--- config.mk ---
export PLATFORM = sky130hd
export DESIGN_NAME = frt_obuf
export DESIGN_NICKNAME = d
export VERILOG_FILES = /design/src/design/frt_pkg.sv /design/src/design/frt_obuf.sv
export SDC_FILE = /design/constraint.sdc
export NUM_CORES = 1
export LEC_CHECK = 0
export ABC_AREA = 1
export BUFFER_PORTS_ARGS = -buffer_cell sky130_fd_sc_hd__buf_4
export CORE_ASPECT_RATIO = 1.5
export CORE_MARGIN = 2
export CORE_UTILIZATION = 48
export DETAILED_ROUTE_END_ITERATION = 10
export PLACE_DENSITY = 0.9
export SYNTH_ARGS = -nofsm -noshare
export SYNTH_HDL_FRONTEND = slang
export SYNTH_SLANG_ARGS = --single-unit
export TNS_END_PERCENT = 10
--- constraint.sdc ---
create_clock -name clk -period 1.9 [get_ports clk]
set_input_delay 0.19 -clock clk [delete_from_list [all_inputs] [get_ports clk]]
set_output_delay 0.19 -clock clk [all_outputs]
set_load 0.02 [all_outputs]
--- src/design/frt_pkg.sv ---
`default_nettype none

package frt_pkg;

  localparam int CFG_W     = 7;
  localparam int CFG_MAX   = (1 << CFG_W) - 1;
  localparam int TW        = 2 * CFG_W;
  localparam int PIX_W     = 24;
  localparam int PAD_W     = 2;
  localparam int CFG_IDX_W = 2;

  localparam logic [CFG_IDX_W-1:0] REG_WIDTH  = 2'd0;
  localparam logic [CFG_IDX_W-1:0] REG_HEIGHT = 2'd1;
  localparam logic [CFG_IDX_W-1:0] REG_DIR    = 2'd2;

  localparam logic CMD_LOAD = 1'b0;
  localparam logic CMD_EMIT = 1'b1;

  localparam logic DIR_CW  = 1'b0;
  localparam logic DIR_CCW = 1'b1;

  typedef struct packed {
    logic             we;
    logic             re;
    logic [TW-1:0]    addr;
    logic [PIX_W-1:0] wdata;
    logic [PAD_W-1:0] pad;
    logic             last;
  } mem_req_t;

  typedef struct packed {
    logic             last;
    logic [PAD_W-1:0] pad;
    logic [PIX_W-1:0] pixel;
  } res_t;

endpackage

`default_nettype wire

--- src/design/frt_obuf.sv ---
`default_nettype none

module frt_obuf (
  input  wire logic                          clk,
  input  wire logic                          rst_n,
  input  wire frt_pkg::mem_req_t             req,
  input  wire logic [frt_pkg::PIX_W-1:0]     rd_data,
  input  wire logic                          out_ready,
  output logic                               out_valid,
  output frt_pkg::res_t                      out_data,
  output logic                               in_ready
);

  logic                       p_r;
  logic [frt_pkg::PAD_W-1:0]  p_pad_r;
  logic                       p_last_r;
  logic                       o_v_r, o_v_nxt;
  logic                       s_v_r, s_v_nxt;
  frt_pkg::res_t              o_r, o_nxt;
  frt_pkg::res_t              s_r, s_nxt;
  frt_pkg::res_t              fresh;
  logic                       fire;
  logic [1:0]                 cnt;

  assign fire = o_v_r && out_ready;
  // results in flight or held, after this cycle's pop
  assign cnt  = 2'(p_r) + 2'(o_v_r) + 2'(s_v_r) - 2'(fire);
  assign in_ready = (cnt < 2'd2);

  assign fresh.pixel = rd_data;
  assign fresh.pad   = p_pad_r;
  assign fresh.last  = p_last_r;

  always_comb begin
    o_v_nxt = o_v_r;
    o_nxt   = o_r;
    s_v_nxt = s_v_r;
    s_nxt   = s_r;
    if (fire) begin
      o_v_nxt = s_v_r;
      o_nxt   = s_r;
      s_v_nxt = 1'b0;
    end
    if (p_r) begin
      if (!o_v_nxt) begin
        o_v_nxt = 1'b1;
        o_nxt   = fresh;
      end else begin
        s_v_nxt = 1'b1;
        s_nxt   = fresh;
      end
    end
  end

  always_ff @(posedge clk) begin
    if (!rst_n) begin
      p_r   <= 1'b0;
      o_v_r <= 1'b0;
      s_v_r <= 1'b0;
    end else begin
      p_r   <= req.re;
      o_v_r <= o_v_nxt;
      s_v_r <= s_v_nxt;
    end
  end

  always_ff @(posedge clk) begin
    p_pad_r  <= req.pad;
    p_last_r <= req.last;
    o_r      <= o_nxt;
    s_r      <= s_nxt;
  end

  assign out_valid = o_v_r;
  assign out_data  = o_r;

endmodule

`default_nettype wire

### After elaboration in Yosys (flattened, before gate mapping)

Index checks and enable logic that the tools add are counted.

* magnitude comparators: 1
* $add $sub $neg: 3
* mux-type cells: 8
* reduce and logical (&&, ||, !) cells: 2

Operator list (count)
* $mux 27: 3
* $mux 1: 5
* $add 1x1->2: 1
* $add 2x1->2: 1
* $lt 2x2->1 const B: 1
* $reduce_and 2->1: 1
* $sub 2x1->2: 1
* $logic_and 1x1->1: 1

* word-level logic and storage cells: 25
* register bits after elaboration: 60

### Logic depth before layout (Yosys ltp)

* depth after elaboration: 4
* mapped depth: 12
* gate-level depth less buffers: 10

### Worst setup path before layout

OpenSTA, ideal clock, no wires.

* path kind: register -> output
* start: register o_v_r (netlist: out_valid)
* end: output port in_ready
* required time: 1.710 ns
* setup slack: -0.100 ns
* stages on the path, launching flop included: 12
* buffers on the path: 2
* arrival: 1.810 ns
* cells stage by stage: dfxtp_1 -> nand2_1 -> buf_2 -> buf_6 -> inv_1 -> ha_1 -> inv_1 -> ha_1 -> nand2_1 -> inv_1 -> o21ai_0 -> nand2_1

* word-level cells in the longest chain between the ends: 4
* elaborated cells between the ends (all ways): 5
* classes of those cells: add/sub (3); order compare (1); reduce/logical (1)

Ends and longest elaborated chain
* start: declaration: line frt_obuf.sv:17 `logic o_v_r, o_v_nxt;`
* start signal: assignment: line frt_obuf.sv:62 `o_v_r <= o_v_nxt;`
* $add 1x1->2: line frt_obuf.sv:27 `assign cnt = 2'(p_r) + 2'(o_v_r) + 2'(s_v_r) - 2'(fire);`
* $add 2x1->2: line frt_obuf.sv:27
* $sub 2x1->2 *: line frt_obuf.sv:27
* $lt 2x2->1 *: line frt_obuf.sv:28 `assign in_ready = (cnt < 2'd2);`
* end: declaration: line frt_obuf.sv:11 `output logic in_ready`

Every way passes the cells marked *; elsewhere a longest branch is shown, timed or not.

### Final worst setup path

* start: register p_r
* end: output port in_ready

* word-level cells in the longest chain between the ends: 4

Ends and longest elaborated chain
* start: declaration: line frt_obuf.sv:14 `logic p_r;`
* start signal: assignment: line frt_obuf.sv:61 `p_r <= req.re;`
* $add 1x1->2: line frt_obuf.sv:27
* $add 2x1->2: line frt_obuf.sv:27
* $sub 2x1->2: line frt_obuf.sv:27
* $lt 2x2->1: line frt_obuf.sv:28

Every way passes these cells.

==> out/qor.txt <==
Total power: 3180 uW
Area growth syn-to-layout: 30.7%
Critical-path cell list: inv_1 > ha_4 > inv_4 > ha_4 > nand2_2 > inv_2 > nor2_2 > nand2_1 > nand2_2 > buf_6
Final Wtd Congestion: 0.710
Routed via count: 1919
Post-place setup slack: 0.209 ns
Cell count after synthesis: 264
Final Skew: 0.00770 ns
Slowest cell on crit path: dfxtp_2
Non-filler cells, final: 400
Initial antenna violation count: 0
Nets: 401
Worst min-delay path class: primary input to flop
Final instance area: 0.00321 mm2
Clock power frac: 33.6%
R2r setup slk: 0.39 ns
CP max stage delay: 0.33 ns
FF+latch count, synth: 60
Max Root-Sink Buffers: 2
CP Data Required Time: 1.71 ns
Outcome: finished, violations left
All-Layer GR Usage: 19.6%
Final critical-path share of the clock period: 101%
First-pass GRT wire length: 8630 um
Cells on Worst Hold Path: 3
Share of the synthesized area in the top cell type: 33.0%
IO Pins: 99
CTS tree: yes
Largest net degree at the start of global routing: 32
Die W: 62.4 um
Pre-antenna DRT Iters: 4
CTS Sinks: 60
CTS Buf Count: 9
Unrepaired setup endpoints after global routing: true
Placed insts: 379
Synth Area per Inst: 9.30 um2
DRT Wirelength: 5340 um
Initial core utilization: 50.3%
Slew @ Worst Pin: 0.414 ns
DPL Wire Length: 3190 um
Final setup viols: 1
Combinational cell fraction of total power: 18.9%
Syn Nets: 336
DR DRC count: 0
Worst-path clk slew: 0.06 ns
Setup TNS: -0.0184 ns
Top cells by area, synth: edfxtp_1, dfxtp_1, nand2_1, nand3_1, nand3_2
CP Max Fanout: 2
DR WL/cell: 13.3 um
Kind of critical path: flop to primary output
Final Max Tran Viols: 0
Synth warnings: 0
WP data arrival: 1.73 ns
Area after DPL: 0.00293 mm2
Clock latency on the worst-skew pair: 0.34 ns
Sequential area share after synthesis: 59.9%
Internal cell power: 2330 uW
Count of input and output buffers: 59
Synth unique cells: 17
Max-Cap Viols: 0
Crit path time final: 1.92 ns
Final hold violations: 0
Num rows: 31
Iter 0 DRT Violations: 85
Grt total ovfl: 0
Synth area leader: edfxtp_1
Via count of the first global-routing pass: 1928
Die height: 91.6 um
Max-Slew Margin vs Limit: 72.4%
Switching power: 850 uW
CTS H-tree depth: 3
Max Clk Rate: 0.521 GHz
Die area: 0.00572 mm2
Via-per-instance ratio: 4.80
Setup ws final: -0.0184 ns
Fillers: 425
Critical Path Start Type: flop
P_leak: 0.00153 uW
Switching portion of total power: 26.7%
Sequential power share: 47.5%
Mapped Area: 0.00246 mm2
R2R cell count: 5
Antenna-violating nets left: 0
Maximum vdd drop: 0.534 mV
Layout cell share with drive strength beyond 1: 32.0%
Root Buffer Master: clkbuf_8
Crit end category: primary output
Core area: 0.00489 mm2
Failing checks: negative setup slack
Pwr Density: 992 mW/mm2
Antenna diodes: 0
[cell usage after synthesis (all sizes together)]
library cell / instances
edfxtp: 27
a21oi: 2
nand2: 117
ha: 2
nor2: 1
clkbuf: 2
buf: 15
inv: 9
o21ai: 1
nand3: 55
dfxtp: 33
[stage by stage]
| step | utilization (%) | hold slack, ns |
|---|---|---|
| 6_report | 65.7 | 0.0342 |
| 2_1_floorplan | - | 0.218 |
| 5_1_grt | 65.7 | 0.0228 |
| 3_3_place_gp | 59.9 | 0.295 |
| 4_1_cts | 65.3 | 0.0172 |
| 3_5_place_dp | 59.9 | 0.296 |
[layout by cell type, fill, tap and decap left out, types with 2 or more instances in the layout]
cell / synthesis / routed
nand2_1: 114 / 111
buf_4: 4 / 66
nand3_1: 46 / 46
dfxtp_1: 33 / 31
edfxtp_1: 27 / 27
clkbuf_8: 0 / 13
nand3_2: 9 / 9
inv_1: 9 / 6
nand2_2: 0 / 3
nand2_4: 3 / 3
dlygate4sd3_1: 0 / 3
inv_2: 0 / 2
ha_4: 0 / 2
clkbuf_1: 2 / 2
dfxtp_2: 0 / 2
[final cells by class]
| cell class | instances | area (um2) | share of cell area, % |
|---|---|---|---|
| clock buffers | 15 | 186 | 5.81 |
| clock inverters | 1 | 5.00 | 0.156 |
| inverters | 9 | 36.3 | 1.13 |
| multi-input cells | 178 | 868 | 27.1 |
| flip-flops and latches | 60 | 1470 | 45.9 |
| well taps | 66 | 82.6 | 2.57 |
| repair buffers | 71 | 557 | 17.3 |
[critical path: cells and delay by family, from the launching register on]
family	cells	cell delay, ns
adder cells (fa/ha/maj)	2	0.53
flip-flops	1	0.33
buffers and inverters	4	0.32
AND/OR/NAND/NOR	4	0.22
[registers in the layout, indices dropped and copies added (netlist names)]
signal,flops
s_v_r,1
out_data,27
p_pad_r,2
s_r,27
p_last_r,1
out_valid,1
p_r,1
[kinds of logic after synthesis]
| kind of cell | Yosys count | share of synthesized area [%] |
|---|---|---|
| buffers and inverters | 26 | 6.32 |
| and+or+nand+nor | 173 | 32.0 |
| AOI/OAI and AO/OA | 3 | 0.764 |
| DFF | 60 | 59.9 |
| adders and majority gates | 2 | 1.02 |
[metal layers]
metal	GRT usage, %	part of all wire, %	vias to the layer above
li1	-	-	992
met1	20.9	41	878
met2	34.9	53	39
met3	5.15	4.0	10
met4	10.6	2.0	0
met5	0	0	-
[final timing paths]
| path | start | end |
|---|---|---|
| worst max-delay path | p_r | in_ready |
| worst min-delay path | req[41] | p_r |
| worst max register to register | out_valid | out_data[0] |
| worst min register to register | p_last_r | s_r[26] |
[repair_timing]
action                                 4_1_cts  5_1_grt
buffers inserted                             1        1
hold buffers                                 3        0
endpoints found under the hold margin        3        0
resized for setup                            9        5
setup endpoints to repair                    1        1
pin swaps                                    5        5
[power groups by stage]
stage | Sequential [uW] | Clock [uW] | Combinational (uW)
final | 1510 | 1070 | 601
after detailed placement | 1540 | 0 | 585
after floorplan | 1650 | 0 | 223
after global routing | 1520 | 1150 | 657
after CTS | 1510 | 1100 | 601
after global placement | 1540 | 0 | 573
Power figures use the tool's default switching activity.
