--- src/design/frt_pkg.sv ---
`default_nettype none

package frt_pkg;

  localparam int CFG_W     = 7;
  localparam int CFG_MAX   = (1 << CFG_W) - 1;
  localparam int TW        = 2 * CFG_W;
  localparam int PIX_W     = 24;
  localparam int PAD_W     = 2;
  localparam int CFG_IDX_W = 2;

  localparam logic [CFG_IDX_W-1:0] REG_WIDTH  = 2'd0;
  localparam logic [CFG_IDX_W-1:0] REG_HEIGHT = 2'd1;
  localparam logic [CFG_IDX_W-1:0] REG_DIR    = 2'd2;

  localparam logic CMD_LOAD = 1'b0;
  localparam logic CMD_EMIT = 1'b1;

  localparam logic DIR_CW  = 1'b0;
  localparam logic DIR_CCW = 1'b1;

  typedef struct packed {
    logic             we;
    logic             re;
    logic [TW-1:0]    addr;
    logic [PIX_W-1:0] wdata;
    logic [PAD_W-1:0] pad;
    logic             last;
  } mem_req_t;

  typedef struct packed {
    logic             last;
    logic [PAD_W-1:0] pad;
    logic [PIX_W-1:0] pixel;
  } res_t;

endpackage

`default_nettype wire

--- src/design/frt_seq.sv ---
`default_nettype none

module frt_seq #(
  parameter int MAX_WIDTH  = 64,
  parameter int MAX_HEIGHT = 64,
  parameter int CW         = 13
) (
  input  wire logic                          clk,
  input  wire logic                          rst_n,
  input  wire logic                          accept,
  input  wire logic                          command,
  input  wire logic [frt_pkg::PIX_W-1:0]     pixel,
  input  wire logic [frt_pkg::CFG_W-1:0]     cfg_width,
  input  wire logic [frt_pkg::CFG_W-1:0]     cfg_height,
  input  wire logic                          cfg_dir,
  output frt_pkg::mem_req_t                  req
);

  localparam int EFF_W = (MAX_WIDTH  < frt_pkg::CFG_MAX) ? MAX_WIDTH  : frt_pkg::CFG_MAX;
  localparam int EFF_H = (MAX_HEIGHT < frt_pkg::CFG_MAX) ? MAX_HEIGHT : frt_pkg::CFG_MAX;
  localparam int TW    = frt_pkg::TW;
  localparam int NW    = frt_pkg::CFG_W;

  logic [CW-1:0] load_count_r, load_count_nxt;
  logic [NW-1:0] out_row_r, out_row_nxt;
  logic [NW-1:0] out_col_r, out_col_nxt;
  logic          done_r, done_nxt;

  logic [NW-1:0] w, h, srow, scol;
  logic [TW-1:0] total, lc_ext, rd_addr;
  logic          do_load, do_emit, row_end, last;

  // zero acts as one, oversize clamps to the store geometry
  assign w = (cfg_width == '0) ? NW'(1) :
             (cfg_width > NW'(EFF_W)) ? NW'(EFF_W) : cfg_width;
  assign h = (cfg_height == '0) ? NW'(1) :
             (cfg_height > NW'(EFF_H)) ? NW'(EFF_H) : cfg_height;

  assign total  = TW'(w) * TW'(h);
  assign lc_ext = TW'(load_count_r);

  assign do_load = accept && (command == frt_pkg::CMD_LOAD) && !done_r && (lc_ext < total);
  assign do_emit = accept && (command == frt_pkg::CMD_EMIT) && !done_r && (lc_ext >= total)
                   && (out_row_r < w) && (out_col_r < h);

  always_comb begin
    if (cfg_dir == frt_pkg::DIR_CW) begin
      srow = out_col_r;
      scol = w - NW'(1) - out_row_r;
    end else begin
      srow = h - NW'(1) - out_col_r;
      scol = out_row_r;
    end
  end

  assign rd_addr = TW'(srow) * TW'(w) + TW'(scol);
  assign row_end = (out_col_r == h - NW'(1));
  assign last    = row_end && (out_row_r == w - NW'(1));

  always_comb begin
    req.we    = do_load;
    req.re    = do_emit;
    req.addr  = do_load ? lc_ext : rd_addr;
    req.wdata = pixel;
    // (4 - 3h mod 4) mod 4 equals h mod 4
    req.pad   = row_end ? h[frt_pkg::PAD_W-1:0] : '0;
    req.last  = last;
  end

  always_comb begin
    load_count_nxt = load_count_r;
    out_row_nxt    = out_row_r;
    out_col_nxt    = out_col_r;
    done_nxt       = done_r;
    if (do_load) begin
      load_count_nxt = load_count_r + CW'(1);
    end
    if (do_emit) begin
      if (last) begin
        done_nxt = 1'b1;
      end else if (row_end) begin
        out_col_nxt = '0;
        out_row_nxt = out_row_r + NW'(1);
      end else begin
        out_col_nxt = out_col_r + NW'(1);
      end
    end
  end

  always_ff @(posedge clk) begin
    if (!rst_n) begin
      load_count_r <= '0;
      out_row_r    <= '0;
      out_col_r    <= '0;
      done_r       <= 1'b0;
    end else begin
      load_count_r <= load_count_nxt;
      out_row_r    <= out_row_nxt;
      out_col_r    <= out_col_nxt;
      done_r       <= done_nxt;
    end
  end

endmodule

`default_nettype wire

--- config.mk ---
export PLATFORM = sky130hd
export DESIGN_NAME = frt_seq
export DESIGN_NICKNAME = d
export VERILOG_FILES = /design/src/design/frt_pkg.sv /design/src/design/frt_seq.sv
export SDC_FILE = /design/constraint.sdc
export NUM_CORES = 1
export LEC_CHECK = 0
export BUFFER_PORTS_ARGS = -buffer_cell sky130_fd_sc_hd__buf_4
export CORE_MARGIN = 4
export CORE_UTILIZATION = 45
export CTS_CLUSTER_SIZE = 14
export DETAILED_ROUTE_END_ITERATION = 16
export PLACE_DENSITY = 0.71
export SLEW_MARGIN = 10
export SYNTH_ARGS = -nofsm -noshare
export SYNTH_HDL_FRONTEND = slang
export SYNTH_SLANG_ARGS = --single-unit
--- constraint.sdc ---
create_clock -name clk -period 7.4 [get_ports clk]
set_input_delay 0.37 -clock clk [delete_from_list [all_inputs] [get_ports clk]]
set_output_delay 0.37 -clock clk [all_outputs]
set_load 0.01 [all_outputs]
Yosys cells after proc, flatten, opt, wreduce, memory -nomap -nowiden --
Cells that the tools add are included. Widths: inputs -> output; s select.
Storage, ports and cells: register bits 28, output and inout port bits 43, logic and storage cells 48
Operators by class: add/sub/neg operators 8, multiply operators 2, $lt $le $gt $ge 6, equality and inequality tests 2, multiplexer cells 9, bitwise operators 2, reductions and logical operators 15
Operators with widths (count):
- $mux 7 | 7
- $mul 7x7->14 | 2
- $add 14x7->14 | 1
- $add 7x1->7 const B | 2
- $eq 7x7->1 | 2
- $ge 13x14->1 | 1
- $gt 7x7->1 const B | 2
- $logic_not 7->1 | 2
- $lt 13x14->1 | 1
- $lt 7x7->1 | 2
- $mux 14 | 1
- $sub 7x1->7 const B | 2
- $sub 7x7->7 | 2
- $add 13x1->13 const B | 1
- $logic_and 1x1->1 | 9
- $reduce_and 2->1 | 2
- $reduce_and 3->1 | 1
- $mux 2 | 1
- $not 1->1 | 2
- $logic_not 1->1 | 1

Longest topological paths before layout --
word-level depth 9, depth in mapped cells 32, depth with buffers taken out 32

Least setup slack after synthesis --
Ideal clock, no wire load.
path kind input to output, from in cfg_height[4] in the netlist's numbering, to out req[39] in the netlist's numbering, arrival 6.658 ns, required time 7.030 ns, path slack 0.372 ns, stages on the path 31, path buffers 0, cell sequence nor3_2 -> nand2b_1 -> nor2_1 -> nor2_1 -> nor2_1 -> inv_1 -> ha_1 -> inv_1 -> ha_1 -> nor2b_1 -> o21ai_0 -> a21boi_0 -> o21ai_0 -> a211oi_1 -> a211oi_1 -> nor2_1 -> fa_1 -> inv_1 -> fa_1 -> inv_1 -> fa_1 -> inv_1 -> fa_1 -> inv_1 -> ha_1 -> o21ai_0 -> a21oi_1 -> o211ai_1 -> a21boi_0 -> or3_1 -> a31o_2
RTL lines:
- start, declared | RTL line frt_seq.sv:14 | input wire logic [frt_pkg::CFG_W-1:0] cfg_height,
- end, declared | RTL line frt_seq.sv:16 | output frt_pkg::mem_req_t req

==> key figures <==
Power
  • Net switching power figure: ~450 µW
  • Power share of the sequential group: between 10% and 20%
  • Clk pwr share: between 10% and 20%
  • Static leakage power: about 3.5 nW
  • Switching portion of total power: 45.2%
  • Worst IR Drop VDD: approximately 0.18 mV
  • Total power divided by cell area: 139 nW/µm²
  • Combinational share of power: 69.0%
  • Cell-internal power: 548 µW

Setup path
  • Endpoint of the worst-slack reg-to-reg timing path: out_col_r[1]
  • Peak per-stage delay on the critical path: around 0.56 ns
  • Data arrival time of the worst path: about 6.8 ns
  • Start-to-end type of the worst setup path: in -> out
  • Register-to-register setup slack: 4.71 ns
  • Kind of start point of the critical path: input port
  • Cell occurring most often along the worst timing path: sky130_fd_sc_hd__fa_1
  • Max FO, Critical Path: 5
  • Depth of the worst register-to-register path: 9
  • Required time worst endpoint: around 7 ns
  • Buffers and inverters on the worst path: 5
  • Setup crit end kind: output pin
  • Family of cells with the greatest summed delay on the critical path: adder cells
  • Max stage delay cell, worst path: sky130_fd_sc_hd__fa_1
  • Critical register-to-register path startpoint: out_col_r[2]

Routing
  • Detail Route met3 WL: 951 µm
  • Avg WL per Cell: about 15 µm
  • Via total after detailed routing: approximately 5.7k
  • Aggregate routed wire length: between 15000 and 20000 µm
  • Total met2 wirelength after detailed routing: around 7200 µm
  • Top routing layer used: met4
  • Via density: ~5.4
  • DR DRC count: 0
  • Met1 WL: between 7000 and 8000 µm
  • Number of nets with antenna violations after detailed routing: 0
  • Drt initial violations: 302
  • 1st-pass router iterations: 5

Outcome
  • Result of the run: finished, final reports clean

Clocking
  • Number of buffers added by the clock tree synthesis step: 3
  • Root buffer cell: sky130_fd_sc_hd__clkbuf_16
  • CTS tree: done
  • # H-tree levels: 1
  • CTS clk-pin slew, worst paths: about 0.070 ns
  • Clock latency on the worst-skew pair: 0.28 ns
  • Hold Buf Count CTS: 0
  • Bufs on Longest Clock Path: 2
  • Sink count of the clock tree: 28

Timing
  • Worst Tran Pin Value: 1.04 ns
  • Max_slew headroom: between 30% and 40%
  • Number of max-slew violations in the final report: 0
  • Total negative slack for setup checks: 0 ns
  • Clock period minus final worst setup slack: ~7.2 ns
  • Clk_skew: 0.00355 ns
  • Fmax: 140 MHz
  • Setup-failing EPs final: 0
  • Final worst-path setup slack: around 0.23 ns
  • Part of the cycle the worst path needs: 96.8%
  • Number of hold violations in the final report: 0

Yosys
  • Library cells used by synthesis: 63
  • Multiplexer share of the synthesized area: between 1 and 1.5%
  • Fraction of the mapped netlist area in adder cells: between 30% and 40%
  • Number of enable-type register cells in the synthesized netlist: 0
  • Mapped Avg Cell Area: between 7 and 8 µm²
  • Dominant combinational cell family by area after synthesis: adder cells
  • Most frequent cell after synthesis: sky130_fd_sc_hd__nor2_1
  • Post-synthesis compound-gate area fraction: roughly 14%
  • Synthesized-area fraction occupied by xor and xnor cells: ~4.9%
  • Netlist area before placement: roughly 6600 µm²
  • Synth area leaders: sky130_fd_sc_hd__ha_1, sky130_fd_sc_hd__fa_1, sky130_fd_sc_hd__dfxtp_1
  • Post-synthesis async set-or-reset flop share: 0%
  • Instance count of the mapped netlist: between 800 and 900
  • Share of the synthesized area in the top cell type: between 20% and 30%
  • Leading cell types by count after synthesis: sky130_fd_sc_hd__nor2_1, sky130_fd_sc_hd__inv_1, sky130_fd_sc_hd__ha_1
  • Cell accounting for the most synthesized area: sky130_fd_sc_hd__ha_1
  • Simple-gate portion of the synthesized area: roughly 22%
  • Synth Flop Type: sky130_fd_sc_hd__dfxtp_1
  • Seq cells post-synth: 28
  • Share of synthesized area occupied by flip-flops and latches: about 8.5%
  • Post-Synthesis Net Count: roughly 1.1k
  • Number of warning messages in the yosys log: 0

Cells and area
  • Ant diodes: 0
  • Syn-to-layout area delta: 8.70%
  • Net total in the final layout: approximately 1.1k
  • Share of layout cells above drive strength 1: 10.2%

Hold path
  • Worst Hold Path EP: load_count_r[12]
  • Number of cells on the worst hold path: 2
  • Hold wc startpoint: load_count_r[12]
  • Class of the most critical hold timing path: reg -> reg

Floorplan
  • Floorplan row count: 44
  • Chip Width: between 100 and 150 µm
  • Die outline height: 129 µm
  • Total die area: around 17000 µm²
  • Count of pins on the block boundary: 86
  • Placeable Area: roughly 14000 µm²
  • Effective utilization at floorplan: a little under half

Global route
  • Wire length of the first global-routing pass: around 27000 µm
  • Total routing resource utilization after global routing: 19.8%
  • Initial antenna violation count: 0
  • Pin count of the biggest net entering global routing: 27
  • Number of global-route vias before repair: ~5.6k
  • GRT overflow: 0

Run
  • Total of max-cap violations: 0

Placement
  • HPWL reported at the end of detailed placement: approximately 14000 µm
  • Routability cong.: between 0.9 and 1
  • Number of buffers added on ports: 37
  • Pre-CTS setup slack: between 0.03 and 0.04 ns
## worst max-delay path by stage
stage | start | depth (start not counted) | slack [ns] | end
3_3_place_gp | cfg_height[4] | 30 | 0.12 | req[39]
5_1_grt | cfg_height[4] | 30 | -0.06 | req[39]
4_1_cts | cfg_height[4] | 34 | 0.006 | req[39]
6_report | cfg_height[4] | 30 | 0.23 | req[39]
3_5_place_dp | cfg_height[4] | 30 | 0.04 | req[39]
2_1_floorplan | cfg_height[4] | 31 | 0.37 | req[39]
## per-stage QoR
step	hold slack [ns]	power (mW)	utilization (%)	instance area (µm²)	instances
2_1_floorplan	0.452	0.654	-	6600	855
3_3_place_gp	0.470	0.833	48.3	7000	1051
3_5_place_dp	0.478	0.835	48.3	7000	1051
4_1_cts	0.480	0.986	48.9	7090	1055
5_1_grt	0.498	1.11	49.6	7180	1058
6_report	0.488	1.00	49.6	7180	1058
## state kept, by name (all words and copies together) (netlist names)
signal	cells
load_count_r	13
out_col_r	7
done_r	1
out_row_r	7
## metal layers
layer	up-vias	global-route usage (%)
li1	2881	-
met4	0	4.76
met1	2676	28.3
met5	-	0
met3	30	2.56
met2	156	31.8
## power by group through the flow
stage / Sequential (mW) / Combinational [mW] / Clock [mW]
final: 0.169 / 0.691 / 0.141
after global placement: 0.171 / 0.662 / 0
after CTS: 0.168 / 0.674 / 0.144
after detailed placement: 0.171 / 0.664 / 0
after global routing: 0.170 / 0.792 / 0.149
after floorplan: 0.166 / 0.488 / 0
## cell families after synthesis
group | Yosys count
AOI/OAI and AO/OA | 142
xor gates and xnor gates | 37
adders and majority gates | 167
buffers and inverters | 167
DFF | 28
muxes | 8
and+or+nand+nor | 306
## layout by cell type (no fill, tap or decap), types with 2 or more instances in the layout
cell                        count
sky130_fd_sc_hd__a21o_1        10
sky130_fd_sc_hd__clkbuf_16      3
sky130_fd_sc_hd__o22ai_1        5
sky130_fd_sc_hd__nor3b_1        5
sky130_fd_sc_hd__fa_1          57
sky130_fd_sc_hd__or4_1          3
sky130_fd_sc_hd__o211ai_1       2
sky130_fd_sc_hd__nor3_1        18
sky130_fd_sc_hd__inv_1        114
sky130_fd_sc_hd__nand3_1       15
sky130_fd_sc_hd__clkinv_1       2
sky130_fd_sc_hd__o2111ai_1      3
sky130_fd_sc_hd__a21oi_2        3
sky130_fd_sc_hd__nand4_1        9
sky130_fd_sc_hd__a211oi_1       6
sky130_fd_sc_hd__o21ai_0       31
sky130_fd_sc_hd__xnor2_1       20
sky130_fd_sc_hd__nand2_1       70
sky130_fd_sc_hd__o21ai_1        6
sky130_fd_sc_hd__nor4_1         7
sky130_fd_sc_hd__dfxtp_1       28
sky130_fd_sc_hd__a21boi_1       3
sky130_fd_sc_hd__inv_2          2
sky130_fd_sc_hd__o21a_1         4
sky130_fd_sc_hd__buf_4         63
sky130_fd_sc_hd__o211a_1        2
sky130_fd_sc_hd__mux2i_1        7
sky130_fd_sc_hd__ha_1         108
sky130_fd_sc_hd__or3_1          7
sky130_fd_sc_hd__a21oi_1       39
sky130_fd_sc_hd__nor2_1       116
sky130_fd_sc_hd__nor2b_1       21
sky130_fd_sc_hd__nor4bb_1       2
sky130_fd_sc_hd__and4_1         5
sky130_fd_sc_hd__nand2b_1      14
sky130_fd_sc_hd__o31ai_1        4
sky130_fd_sc_hd__and3_1         5
sky130_fd_sc_hd__xor2_1        17
sky130_fd_sc_hd__o21bai_1       5
sky130_fd_sc_hd__a211o_1        2
## timing repair
| item | CTS | global route |
|---|---|---|
| buffers inserted | 0 | 3 |
| gates resized for setup | 1 | 23 |
| setup endpoints to repair | 1 | 16 |
| pin swaps | 0 | 10 |
## worst reg2reg max path: stages (launching register included)
cell and delay, ns:
sky130_fd_sc_hd__dfxtp_1 0.47, sky130_fd_sc_hd__inv_1 0.13, sky130_fd_sc_hd__ha_1 0.35, sky130_fd_sc_hd__buf_4 0.13, sky130_fd_sc_hd__and4b_1 0.17, sky130_fd_sc_hd__nand3_1 0.10
sky130_fd_sc_hd__or2_0 0.36, sky130_fd_sc_hd__nor3_1 0.41, sky130_fd_sc_hd__nor2_1 0.23, sky130_fd_sc_hd__o32ai_1 0.26
## final cells by class
cell class | count | area (µm²)
clock buffer | 4 | 88.8
timing repair buffer | 64 | 493
multi-input combinational | 660 | 5360
sequential | 28 | 561
tap | 184 | 230
inverter | 118 | 443
fill | 1418 | 7300
(Power assumes the default switching activity.)
